$ cat src/rtl/bscf_pkg.sv
// Package for the bitmap set/clear/count/find core.
// Holds the operation codes, cell control and carry types, and word helpers.
// No dependencies.
`default_nettype none

package bscf_pkg;

	localparam int WORD_BITS    = 32;
	localparam int DEF_NUM_BITS = 256;
	localparam logic [WORD_BITS-1:0] ALL_ONES = 32'hffff_ffff;

	typedef enum logic [2:0] {
		OP_TEST    = 3'd0,
		OP_SET     = 3'd1,
		OP_CLEAR   = 3'd2,
		OP_CLR_ALL = 3'd3,
		OP_SET_ALL = 3'd4,
		OP_COUNT   = 3'd5,
		OP_FIND    = 3'd6
	} op_t;

	// broadcast from the top to every cell
	typedef struct packed {
		logic       set_one;
		logic       clr_one;
		logic       set_all;
		logic       clr_all;
		logic [2:0] word_sel;
		logic [4:0] bit_sel;
		logic [2:0] find_word;
		logic [4:0] find_bit;
	} cell_ctl_t;

	// token handed from cell to cell during a count/find sweep
	typedef struct packed {
		logic       active;
		logic       found;
		logic [7:0] pos;
	} carry_t;

	// bits of word w that lie below nbits
	function automatic logic [WORD_BITS-1:0] valid_mask(input int w, input int nbits);
		int first;
		int rem;
		first = w * WORD_BITS;
		rem   = nbits - first;
		if (first + WORD_BITS <= nbits)
			return ALL_ONES;
		else if (first >= nbits)
			return '0;
		else
			return ~(ALL_ONES << rem);
	endfunction

	function automatic logic [5:0] popcount32(input logic [31:0] v);
		logic [1:0] l1 [16];
		logic [2:0] l2 [8];
		logic [3:0] l3 [4];
		logic [4:0] l4 [2];
		for (int i = 0; i < 16; i++)
			l1[i] = {1'b0, v[2*i]} + {1'b0, v[2*i+1]};
		for (int i = 0; i < 8; i++)
			l2[i] = {1'b0, l1[2*i]} + {1'b0, l1[2*i+1]};
		for (int i = 0; i < 4; i++)
			l3[i] = {1'b0, l2[2*i]} + {1'b0, l2[2*i+1]};
		for (int i = 0; i < 2; i++)
			l4[i] = {1'b0, l3[2*i]} + {1'b0, l3[2*i+1]};
		return {1'b0, l4[0]} + {1'b0, l4[1]};
	endfunction

	// position of the lowest set bit; zero for an all-zero word
	function automatic logic [4:0] lowest_set(input logic [31:0] v);
		logic [31:0] oh;
		logic [4:0]  r;
		oh = v & (~v + 32'd1);
		r  = '0;
		for (int j = 0; j < 5; j++)
			for (int k = 0; k < 32; k++)
				if (((k >> j) & 1) == 1)
					r[j] = r[j] | oh[k];
		return r;
	endfunction

endpackage

`default_nettype wire

$ cat src/rtl/bitmap_set_clear_count_find_core.sv
// Top level of the bitmap set/clear/count/find core: a chain of word cells
// with a sweep token for count and find. Depends on bscf_pkg and bscf_cell.
//
//   channel   ports                          direction   handshake
//   request   operation, index               in          start && !busy
//   result    bit_value, set_count, found,   out         done (one cycle)
//             position
//
// Test, set, clear, clear all, set all: result on the cycle after the
// request is accepted; a new request may follow every cycle.
// Count and find: the token walks the chain one cell per cycle, and busy
// stays high until the token leaves the last cell; done follows.
// Reset clears the whole map at once; no sweep is needed after reset.
// The receiver cannot stall: done marks each result for one cycle only.
`default_nettype none

module bitmap_set_clear_count_find_core
	import bscf_pkg::*;
#(
	parameter int NUM_BITS = DEF_NUM_BITS
) (
	input  wire logic       clk,
	input  wire logic       arst_n,
	input  wire logic       start,
	output logic            busy,
	input  wire logic [2:0] operation,
	input  wire logic [7:0] index,
	output logic            done,
	output logic            bit_value,
	output logic [8:0]      set_count,
	output logic            found,
	output logic [7:0]      position
);

	localparam int WORD_COUNT = (NUM_BITS + WORD_BITS - 1) / WORD_BITS;
	localparam int CNT_W      = $clog2(NUM_BITS + 1);
	localparam int TEST_CELLS = (WORD_COUNT < 8) ? WORD_COUNT : 8;

	logic       busy_q;
	logic       token_q;
	logic       done_q;
	logic [7:0] req_idx_q;
	logic       req_count_q;
	logic       bit_value_q;
	logic [8:0] set_count_q;
	logic       found_q;
	logic [7:0] position_q;

	logic       accept;
	logic       in_map;
	logic       sweep;
	logic       tbit_any;
	logic       sweep_end;
	op_t        op;
	cell_ctl_t  ctl;

	carry_t           carry_w [WORD_COUNT+1];
	logic [CNT_W-1:0] cnt_w   [WORD_COUNT+1];
	logic             tbit_w  [WORD_COUNT];

	assign op        = op_t'(operation);
	assign accept    = start && !busy_q;
	assign in_map    = (32'(index) < NUM_BITS);
	assign sweep     = (op == OP_COUNT) || (op == OP_FIND);
	assign sweep_end = carry_w[WORD_COUNT].active;

	always_comb begin
		ctl           = '0;
		ctl.word_sel  = index[7:5];
		ctl.bit_sel   = index[4:0];
		ctl.find_word = req_idx_q[7:5];
		ctl.find_bit  = req_idx_q[4:0];
		if (accept) begin
			case (op)
				OP_SET:     ctl.set_one = in_map;
				OP_CLEAR:   ctl.clr_one = in_map;
				OP_CLR_ALL: ctl.clr_all = 1'b1;
				OP_SET_ALL: ctl.set_all = 1'b1;
				default:    ctl.set_one = 1'b0;
			endcase
		end
	end

	always_comb begin
		tbit_any = 1'b0;
		for (int i = 0; i < TEST_CELLS; i++)
			tbit_any = tbit_any | tbit_w[i];
	end

	assign carry_w[0] = '{active: token_q, found: 1'b0, pos: 8'd0};
	assign cnt_w[0]   = '0;

	for (genvar g = 0; g < WORD_COUNT; g++) begin : g_cell
		bscf_cell #(
			.NUM_BITS (NUM_BITS),
			.CELL_IDX (g),
			.CNT_W    (CNT_W)
		) u_cell (
			.clk       (clk),
			.arst_n    (arst_n),
			.ctl       (ctl),
			.carry_in  (carry_w[g]),
			.cnt_in    (cnt_w[g]),
			.carry_out (carry_w[g+1]),
			.cnt_out   (cnt_w[g+1]),
			.tbit      (tbit_w[g])
		);
	end

	always_ff @(posedge clk or negedge arst_n) begin
		if (!arst_n) begin
			busy_q  <= 1'b0;
			token_q <= 1'b0;
			done_q  <= 1'b0;
		end else if (accept) begin
			busy_q  <= sweep;
			token_q <= sweep;
			done_q  <= !sweep;
		end else begin
			token_q <= 1'b0;
			done_q  <= sweep_end;
			if (sweep_end)
				busy_q <= 1'b0;
		end
	end

	always_ff @(posedge clk) begin
		if (accept) begin
			req_idx_q   <= index;
			req_count_q <= (op == OP_COUNT);
			bit_value_q <= (op == OP_TEST) && in_map && tbit_any;
			set_count_q <= '0;
			found_q     <= 1'b0;
			position_q  <= '0;
		end else if (sweep_end) begin
			bit_value_q <= 1'b0;
			if (req_count_q) begin
				found_q    <= 1'b0;
				position_q <= '0;
				if (32'(cnt_w[WORD_COUNT]) > 32'd511)
					set_count_q <= 9'h1ff;
				else
					set_count_q <= 9'(cnt_w[WORD_COUNT]);
			end else begin
				set_count_q <= '0;
				found_q     <= carry_w[WORD_COUNT].found;
				position_q  <= carry_w[WORD_COUNT].found ? carry_w[WORD_COUNT].pos : 8'd0;
			end
		end
	end

	assign busy      = busy_q;
	assign done      = done_q;
	assign bit_value = bit_value_q;
	assign set_count = set_count_q;
	assign found     = found_q;
	assign position  = position_q;

	a_token_busy: assert property (@(posedge clk) disable iff (!arst_n)
		token_q |-> busy_q)
		else $error("sweep token without busy");

	a_end_busy: assert property (@(posedge clk) disable iff (!arst_n)
		sweep_end |-> busy_q && !token_q)
		else $error("sweep ended outside a busy period");

	a_rise_nodone: assert property (@(posedge clk) disable iff (!arst_n)
		$rose(busy_q) |-> !done_q)
		else $error("done raised on the cycle a sweep began");

	a_pos_zero: assert property (@(posedge clk) disable iff (!arst_n)
		done_q && !found_q |-> position_q == 8'd0)
		else $error("position nonzero without found");

endmodule

`default_nettype wire

$ cat src/rtl/bscf_cell.sv
// One cell of the bitmap chain: a 32-bit word of the map plus one stage of
// the count/find sweep. Depends on bscf_pkg.
`default_nettype none

module bscf_cell
	import bscf_pkg::*;
#(
	parameter int NUM_BITS = DEF_NUM_BITS,
	parameter int CELL_IDX = 0,
	parameter int CNT_W    = $clog2(NUM_BITS + 1)
) (
	input  wire logic             clk,
	input  wire logic             arst_n,
	input  wire cell_ctl_t        ctl,
	input  wire carry_t           carry_in,
	input  wire logic [CNT_W-1:0] cnt_in,
	output carry_t                carry_out,
	output logic [CNT_W-1:0]      cnt_out,
	output logic                  tbit
);

	localparam logic [WORD_BITS-1:0] VMASK = valid_mask(CELL_IDX, NUM_BITS);
	localparam logic [7:0]           BASE  = 8'(CELL_IDX * WORD_BITS);

	logic [WORD_BITS-1:0] word_q;
	carry_t               carry_q;
	logic [CNT_W-1:0]     cnt_q;

	logic                 is_sel;
	logic                 below;
	logic                 at_start;
	logic [WORD_BITS-1:0] masked;
	carry_t               carry_d;

	assign is_sel   = (CELL_IDX == int'(ctl.word_sel));
	assign below    = (CELL_IDX < int'(ctl.find_word));
	assign at_start = (CELL_IDX == int'(ctl.find_word));
	assign tbit     = is_sel & word_q[ctl.bit_sel];

	always_comb begin
		masked = word_q & VMASK;
		if (below)
			masked = '0;
		else if (at_start)
			masked = masked & (ALL_ONES << ctl.find_bit);

		carry_d        = carry_in;
		if (!carry_in.found && (masked != '0)) begin
			carry_d.found = 1'b1;
			carry_d.pos   = BASE | {3'b000, lowest_set(masked)};
		end
	end

	always_ff @(posedge clk or negedge arst_n) begin
		if (!arst_n) begin
			word_q  <= '0;
			carry_q <= '0;
		end else begin
			carry_q <= carry_d;
			if (ctl.clr_all)
				word_q <= '0;
			else if (ctl.set_all)
				word_q <= VMASK;
			else if (ctl.set_one && is_sel)
				word_q <= word_q | (WORD_BITS'(1) << ctl.bit_sel);
			else if (ctl.clr_one && is_sel)
				word_q <= word_q & ~(WORD_BITS'(1) << ctl.bit_sel);
		end
	end

	// count payload, meaningful only alongside carry_q.active
	always_ff @(posedge clk) begin
		cnt_q <= cnt_in + CNT_W'(popcount32(word_q & VMASK));
	end

	assign carry_out = carry_q;
	assign cnt_out   = cnt_q;

endmodule

`default_nettype wire

$ cat config.mk
export PLATFORM = sky130hd
export DESIGN_NAME = bitmap_set_clear_count_find_core
export DESIGN_NICKNAME = d
export VERILOG_FILES = /design/src/rtl/bscf_pkg.sv /design/src/rtl/bitmap_set_clear_count_find_core.sv /design/src/rtl/bscf_cell.sv
export SDC_FILE = /design/constraint.sdc
export NUM_CORES = 2
export LEC_CHECK = 0
export BUFFER_PORTS_ARGS = -buffer_cell sky130_fd_sc_hd__buf_2
export CORE_UTILIZATION = 40
export DETAILED_ROUTE_END_ITERATION = 10
export GPL_ROUTABILITY_DRIVEN = 0
export PLACE_DENSITY = 0.52
export SLEW_MARGIN = 10
export SYNTH_ARGS = -nofsm -noshare
export SYNTH_HDL_FRONTEND = slang
export SYNTH_SLANG_ARGS = --single-unit
$ cat constraint.sdc
create_clock -name clk -period 10.14 [get_ports clk]
set_input_delay 1.521 -clock clk [delete_from_list [all_inputs] [get_ports clk]]
set_output_delay 1.521 -clock clk [all_outputs]
set_load 0.01 [all_outputs]
After elaboration in Yosys (flattened, before gate mapping)

Cells that the tools add are included.

Register bits: 436
Memory bits (read-only): 0
Memories: 0
Latch bits: 0
Memory bits (writable): 0
Output and inout port bits: 21

Mux-type cells: 685
Order comparisons: 8
Shift operators: 2
Divide/modulo/power cells: 0
$add $sub $neg: 263
Bitwise logic cells: 656
Reductions and logical operators: 55
Multipliers: 0
Equality and inequality tests: 20

Operators by type and width:

| operator                                           | count |
|---|---|
| two-way mux 32 bit                                 | 47 |
| AND 32 bit                                         | 24 |
| two-way mux 1 bit                                  | 618 |
| bitwise OR 1 bit                                   | 607 |
| NOT 32 bit                                         | 9 |
| adder 1 x 1 -> 2 bit                               | 128 |
| adder 32 x 1 -> 32 bit, second input constant      | 8 |
| bitwise OR 32 bit                                  | 8 |
| nonzero test 32 bit                                | 8 |
| adder 2 x 2 -> 3 bit                               | 64 |
| adder 3 x 3 -> 4 bit                               | 32 |
| two-way mux 9 bit                                  | 9 |
| adder 4 x 4 -> 5 bit                               | 16 |
| adder 9 x 6 -> 9 bit                               | 6 |
| adder 5 x 5 -> 6 bit                               | 8 |
| binary-select mux 1 bit (select 5 bit)             | 8 |
| nonzero test 4 bit                                 | 8 |
| left shift 1 x 5 -> 32 bit, first input constant   | 1 |
| left shift 32 x 5 -> 32 bit, first input constant  | 1 |
| logical AND 1 bit                                  | 25 |
| equality test 3 bit, first input constant          | 8 |
| two-way mux 8 bit                                  | 2 |
| equality test 2 x 3 -> 1 bit, first input constant | 4 |
| equality test 3 bit, second input constant         | 3 |
| other kinds (14)                                   | 37 |

Longest topological paths before layout

Depth in word-level cells: 38
Gate-level depth with buffers: 21

Hierarchy

Synthesis repeated with hierarchy kept, for this count alone.

Cell total of the unflattened synthesis: 4524
Area total of the unflattened synthesis: 39512.9 um^2

By module, submodules not included:

| module                           | area each (um^2) | sequential area each (um^2) | cells an instance | times used |
|---|---|---|---|---|
| bscf_cell at g_cell[0].u_cell    | 4998.5           | 1231.2                      | 584               | 1 |
| bscf_cell at g_cell[3].u_cell    | 4966.0           | 1231.2                      | 570               | 1 |
| bscf_cell at g_cell[6].u_cell    | 4947.2           | 1231.2                      | 571               | 1 |
| bscf_cell at g_cell[1].u_cell    | 4892.2           | 1231.2                      | 563               | 1 |
| bscf_cell at g_cell[5].u_cell    | 4835.9           | 1231.2                      | 549               | 1 |
| bscf_cell at g_cell[4].u_cell    | 4644.5           | 1231.2                      | 545               | 1 |
| bscf_cell at g_cell[2].u_cell    | 4625.7           | 1231.2                      | 541               | 1 |
| bscf_cell at g_cell[7].u_cell    | 4538.1           | 1231.2                      | 525               | 1 |
| bitmap_set_clear_count_find_core | 1064.8           | 735.7                       | 76                | 1 |

Least setup slack after synthesis

No wires, ideal clock.

Kind: reg2reg
Start point: register g_cell[5].u_cell.word_q[16]
End point: register g_cell[5].u_cell.cnt_q[8]
Buffers on the path: 0
Cell stages (with the launch flop): 21
Clock period less this slack: 5.565 ns
Required time: 10.068 ns
Arrival: 5.492 ns
Path slack: 4.575 ns
Cells stage by stage: dfrtp_1 fa_1 inv_1 fa_1 inv_1 fa_1 inv_1 fa_1 fa_1 fa_1 inv_1 fa_1 fa_1 a21oi_1 nor2_1 nor2_1 o21bai_1 a21oi_1 nor2b_1 o21ai_0 xnor2_1

Word-level cells in the longest chain between the ends: 6

RTL lines:

| element                | line            | text |
|---|---|---|
| from (decl)            | bscf_cell.sv:25 | `logic [WORD_BITS-1:0] word_q;` |
| from (signal assigned) | bscf_cell.sv:65 | `word_q <= word_q \| (WORD_BITS'(1) << ctl.bit_sel);` |
| from (signal assigned) | bscf_cell.sv:67 | `word_q <= word_q & ~(WORD_BITS'(1) << ctl.bit_sel);` |
| adder 1 x 1 -> 2 bit   | bscf_pkg.sv:61  | `l1[i] = {1'b0, v[2*i]} + {1'b0, v[2*i+1]};` |
| adder 2 x 2 -> 3 bit   | bscf_pkg.sv:63  | `l2[i] = {1'b0, l1[2*i]} + {1'b0, l1[2*i+1]};` |
| adder 3 x 3 -> 4 bit   | bscf_pkg.sv:65  | `l3[i] = {1'b0, l2[2*i]} + {1'b0, l2[2*i+1]};` |
| adder 4 x 4 -> 5 bit   | bscf_pkg.sv:67  | `l4[i] = {1'b0, l3[2*i]} + {1'b0, l3[2*i+1]};` |
| adder 5 x 5 -> 6 bit   | bscf_pkg.sv:68  | `return {1'b0, l4[0]} + {1'b0, l4[1]};` |
| adder 9 x 6 -> 9 bit   | bscf_cell.sv:73 | `cnt_q <= cnt_in + CNT_W'(popcount32(word_q & VMASK));` |
| to (signal assigned)   | bscf_cell.sv:73 |  |
| to (decl)              | bscf_cell.sv:27 | `logic [CNT_W-1:0] cnt_q;` |

Every way passes these cells.
A chain may end at the register's enable or synchronous reset.

Final worst setup path

Start point: register g_cell[3].u_cell.word_q[16]
End point: register g_cell[3].u_cell.cnt_q[8]

Word-level cells in the longest chain between the ends: 6

RTL lines:

| element                | line |
|---|---|
| from (decl)            | bscf_cell.sv:25 |
| from (signal assigned) | bscf_cell.sv:65 |
| from (signal assigned) | bscf_cell.sv:67 |
| adder 1 x 1 -> 2 bit   | bscf_pkg.sv:61 |
| adder 2 x 2 -> 3 bit   | bscf_pkg.sv:63 |
| adder 3 x 3 -> 4 bit   | bscf_pkg.sv:65 |
| adder 4 x 4 -> 5 bit   | bscf_pkg.sv:67 |
| adder 5 x 5 -> 6 bit   | bscf_pkg.sv:68 |
| adder 9 x 6 -> 9 bit   | bscf_cell.sv:73 |
| to (signal assigned)   | bscf_cell.sv:73 |
| to (decl)              | bscf_cell.sv:27 |

Every way passes these cells.

==> reports/qor.txt <==
Area leader, netlist - dfrtp_1
Clk buf depth - 3
Commonest non-fill, non-tap cell in the layout - o21ai_0
Fmax - 164 MHz
Failing checks - DRC
Clock period minus worst slack - 6110 ps
Reg-to-reg startpoint - g_cell[3].u_cell.word_q[16]
Yosys Warn Count - 0
Root Driver - clkbuf_16
Area delta synth->final - 9.39%
First drt pass iteration count - 11
Starting Density - 40.5%
Mapped Nets - 3839
Pins over their slew limit - 0
Post-cts hold buffer count - 0
Register area share after synthesis - 30.9%
Row count - 105
Setup TNS - 0 ps
CTS Buf Count - 52
Die W - 290 µm
Worst Setup End Kind - flop
Die ar. - 84300 µm²
Ranking of synthesized cells by area - dfrtp_1, fa_1, o211ai_1
Worst Min Path Start - g_cell[1].u_cell.carry_out[9]
Setup crit start kind - flop
Period utilization - 60.3%
Final setup viols - 0
Total gr overflow - 0
Post-CTS Setup Inserts - 0
Mean Syn Cell Area - 9.48 µm²
FF-to-FF path depth - 19
Relative slew margins - 1.95%
GRT Overall Usage - 39.1%
RSZ-0062 raised after global routing - no
Largest net degree at the start of global routing - 111
Synth top area share - 25.0%
CP Data Required Time - 10680 ps
Yosys cell types - 113
Routed Antenna Nets - 0
Final hold violations - 0
HPWL after detailed placement - 115000 µm
Vias in the first global route - 31.6k
Max Fanout on Critical Path - 5
Most frequent cells in the layout - o21ai_0, dfrtp_1, inv_1, o211ai_1, fa_1
Top_reg_cell synth - dfrtp_1
Num ports - 35
Via-to-Cell Ratio - 7.14
Yosys reg bits - 426
Post-synth EDFFs - 10
H-tree depth - 2
Port-buffer cells - 34
Wire per inst - 36.5 µm
Initial antenna violation count - 26
Clk_lat worst skew - 660 ps
Clock sink total - 426
CP startpoint - g_cell[3].u_cell.word_q[16]
First-pass GRT wire length - 236000 µm
Async S/R FF share, synth - 77.9%
Worst Max-Slew Pin Slew - 1470 ps
Final Net Count - 3787
Clock skew - 34.0 ps
Residual DRC - 16
Via Count - 32.7k
Die height - 290 µm
Status - complete, but fails checks
WP data arrival - 6650 ps
Share of layout cells above drive strength 1 - 11.8%
Core Box Area - 82200 µm²
Maxcap violations - 0
Register clock-pin slew on the reported worst setup and hold paths - 60 ps
CTS tree - built
WHS Path Cells - 0
Wirelength, routed - 167000 µm
Mapped Area - 33300 µm²
Post-CTS resize count - 0
CP Class - flop to flop
Worst min path class - flop to flop
DR iter-0 viols - 5500
Post-Synthesis Cells - 3508
per-stage QoR:
step	worst slack [ps]	area, µm²	utilization (%)	cells	hold slack (ps)
floorplan	4580	33300	-	3508	331
global placement	4170	34600	42.1	4472	333
detailed placement	4160	34600	42.1	4472	339
CTS	4130	36400	44.2	4570	353
global route	3780	36400	44.2	4573	355
finish	4030	36400	44.3	4582	349
cell families after synthesis:
logic type | synth area share, %
mux | 5.45
compound gates | 26.6
flops | 30.9
simple gates | 12.3
xor+xnor | 1.26
buf+inv | 6.83
fa+ha+maj | 16.6
sequential cells by signal, summed over array words and instances (netlist names):
signal and count:
g_cell.u_cell.word_q 256, set_count 9, req_count_q 1, found 1, done 1, position 8, g_cell.u_cell.cnt_out 66, bit_value 1
token_q 1, req_idx_q 8, g_cell.u_cell.carry_out 73, busy 1
Yosys cell counts (all sizes together), types with 10 or more instances:
cell	n
a211oi	14
a21boi	19
a21o	24
a21oi	197
a22o	21
a22oi	20
a31oi	54
a41oi	21
and2	22
and3	27
buf	92
clkbuf	136
dfrtp	332
dfxtp	84
edfxtp	10
fa	206
ha	111
inv	308
mux4	80
nand2	189
nand2b	20
nand3	76
nand3b	14
nand4	37
nand4b	14
nor2	144
nor2b	36
nor3	49
nor3b	20
nor4	20
nor4b	12
o2111ai	13
o211ai	306
o21a	28
o21ai	436
o21bai	22
o22ai	17
o311ai	10
o31ai	26
o32ai	10
or2	24
or3	11
xnor2	40
worst paths after layout:
kind,end,slack (ps)
worst max-delay path,g_cell[3].u_cell.cnt_out[8],4030
worst min-delay path,g_cell[2].u_cell.carry_out[9],350
worst max register to register,g_cell[3].u_cell.cnt_out[8],4030
worst min register to register,g_cell[2].u_cell.carry_out[9],350
max in group asynchronous,g_cell[1].u_cell.word_q[26],6990
min in group asynchronous,g_cell[3].u_cell.carry_out[9],930
worst max-delay path, cell delays in order (launching register included):
cell,delay (ps)
dfrtp_1,440
fa_1,570
inv_1,60
fa_1,540
inv_1,60
fa_1,550
inv_1,110
fa_1,500
fa_1,630
fa_1,600
inv_1,60
fa_1,540
fa_1,440
a21oi_1,140
nor2_1,50
nor2_1,140
o21bai_1,80
a21oi_1,240
nor2b_1,80
o21a_1,170
cell type report:
class                           instances  area (µm²)
Antenna cell                           12        30.0
Clock buffer                           76        1510
Clock inverter                         22         265
Fill cell                            7887       45800
Inverter                              308        1160
Multi-Input combinational cell       2546       20900
Sequential cell                       426       10300
Tap cell                             1070        1340
Timing Repair Buffer                  122         858
per-layer routing:
metal / up-vias / routed length [µm] / global-route usage, %
met4: 22 / 15000 / 28.1
met3: 815 / 27800 / 21.5
met2: 2768 / 63600 / 51.4
met1: 16200 / 60200 / 47.8
met5: - / 286 / 0.908
li1: 13000 / - / -
Power is left out: the tool's default activity adds up to more than one toggle a clock period on the data nets, which glitch-free logic cannot reach.
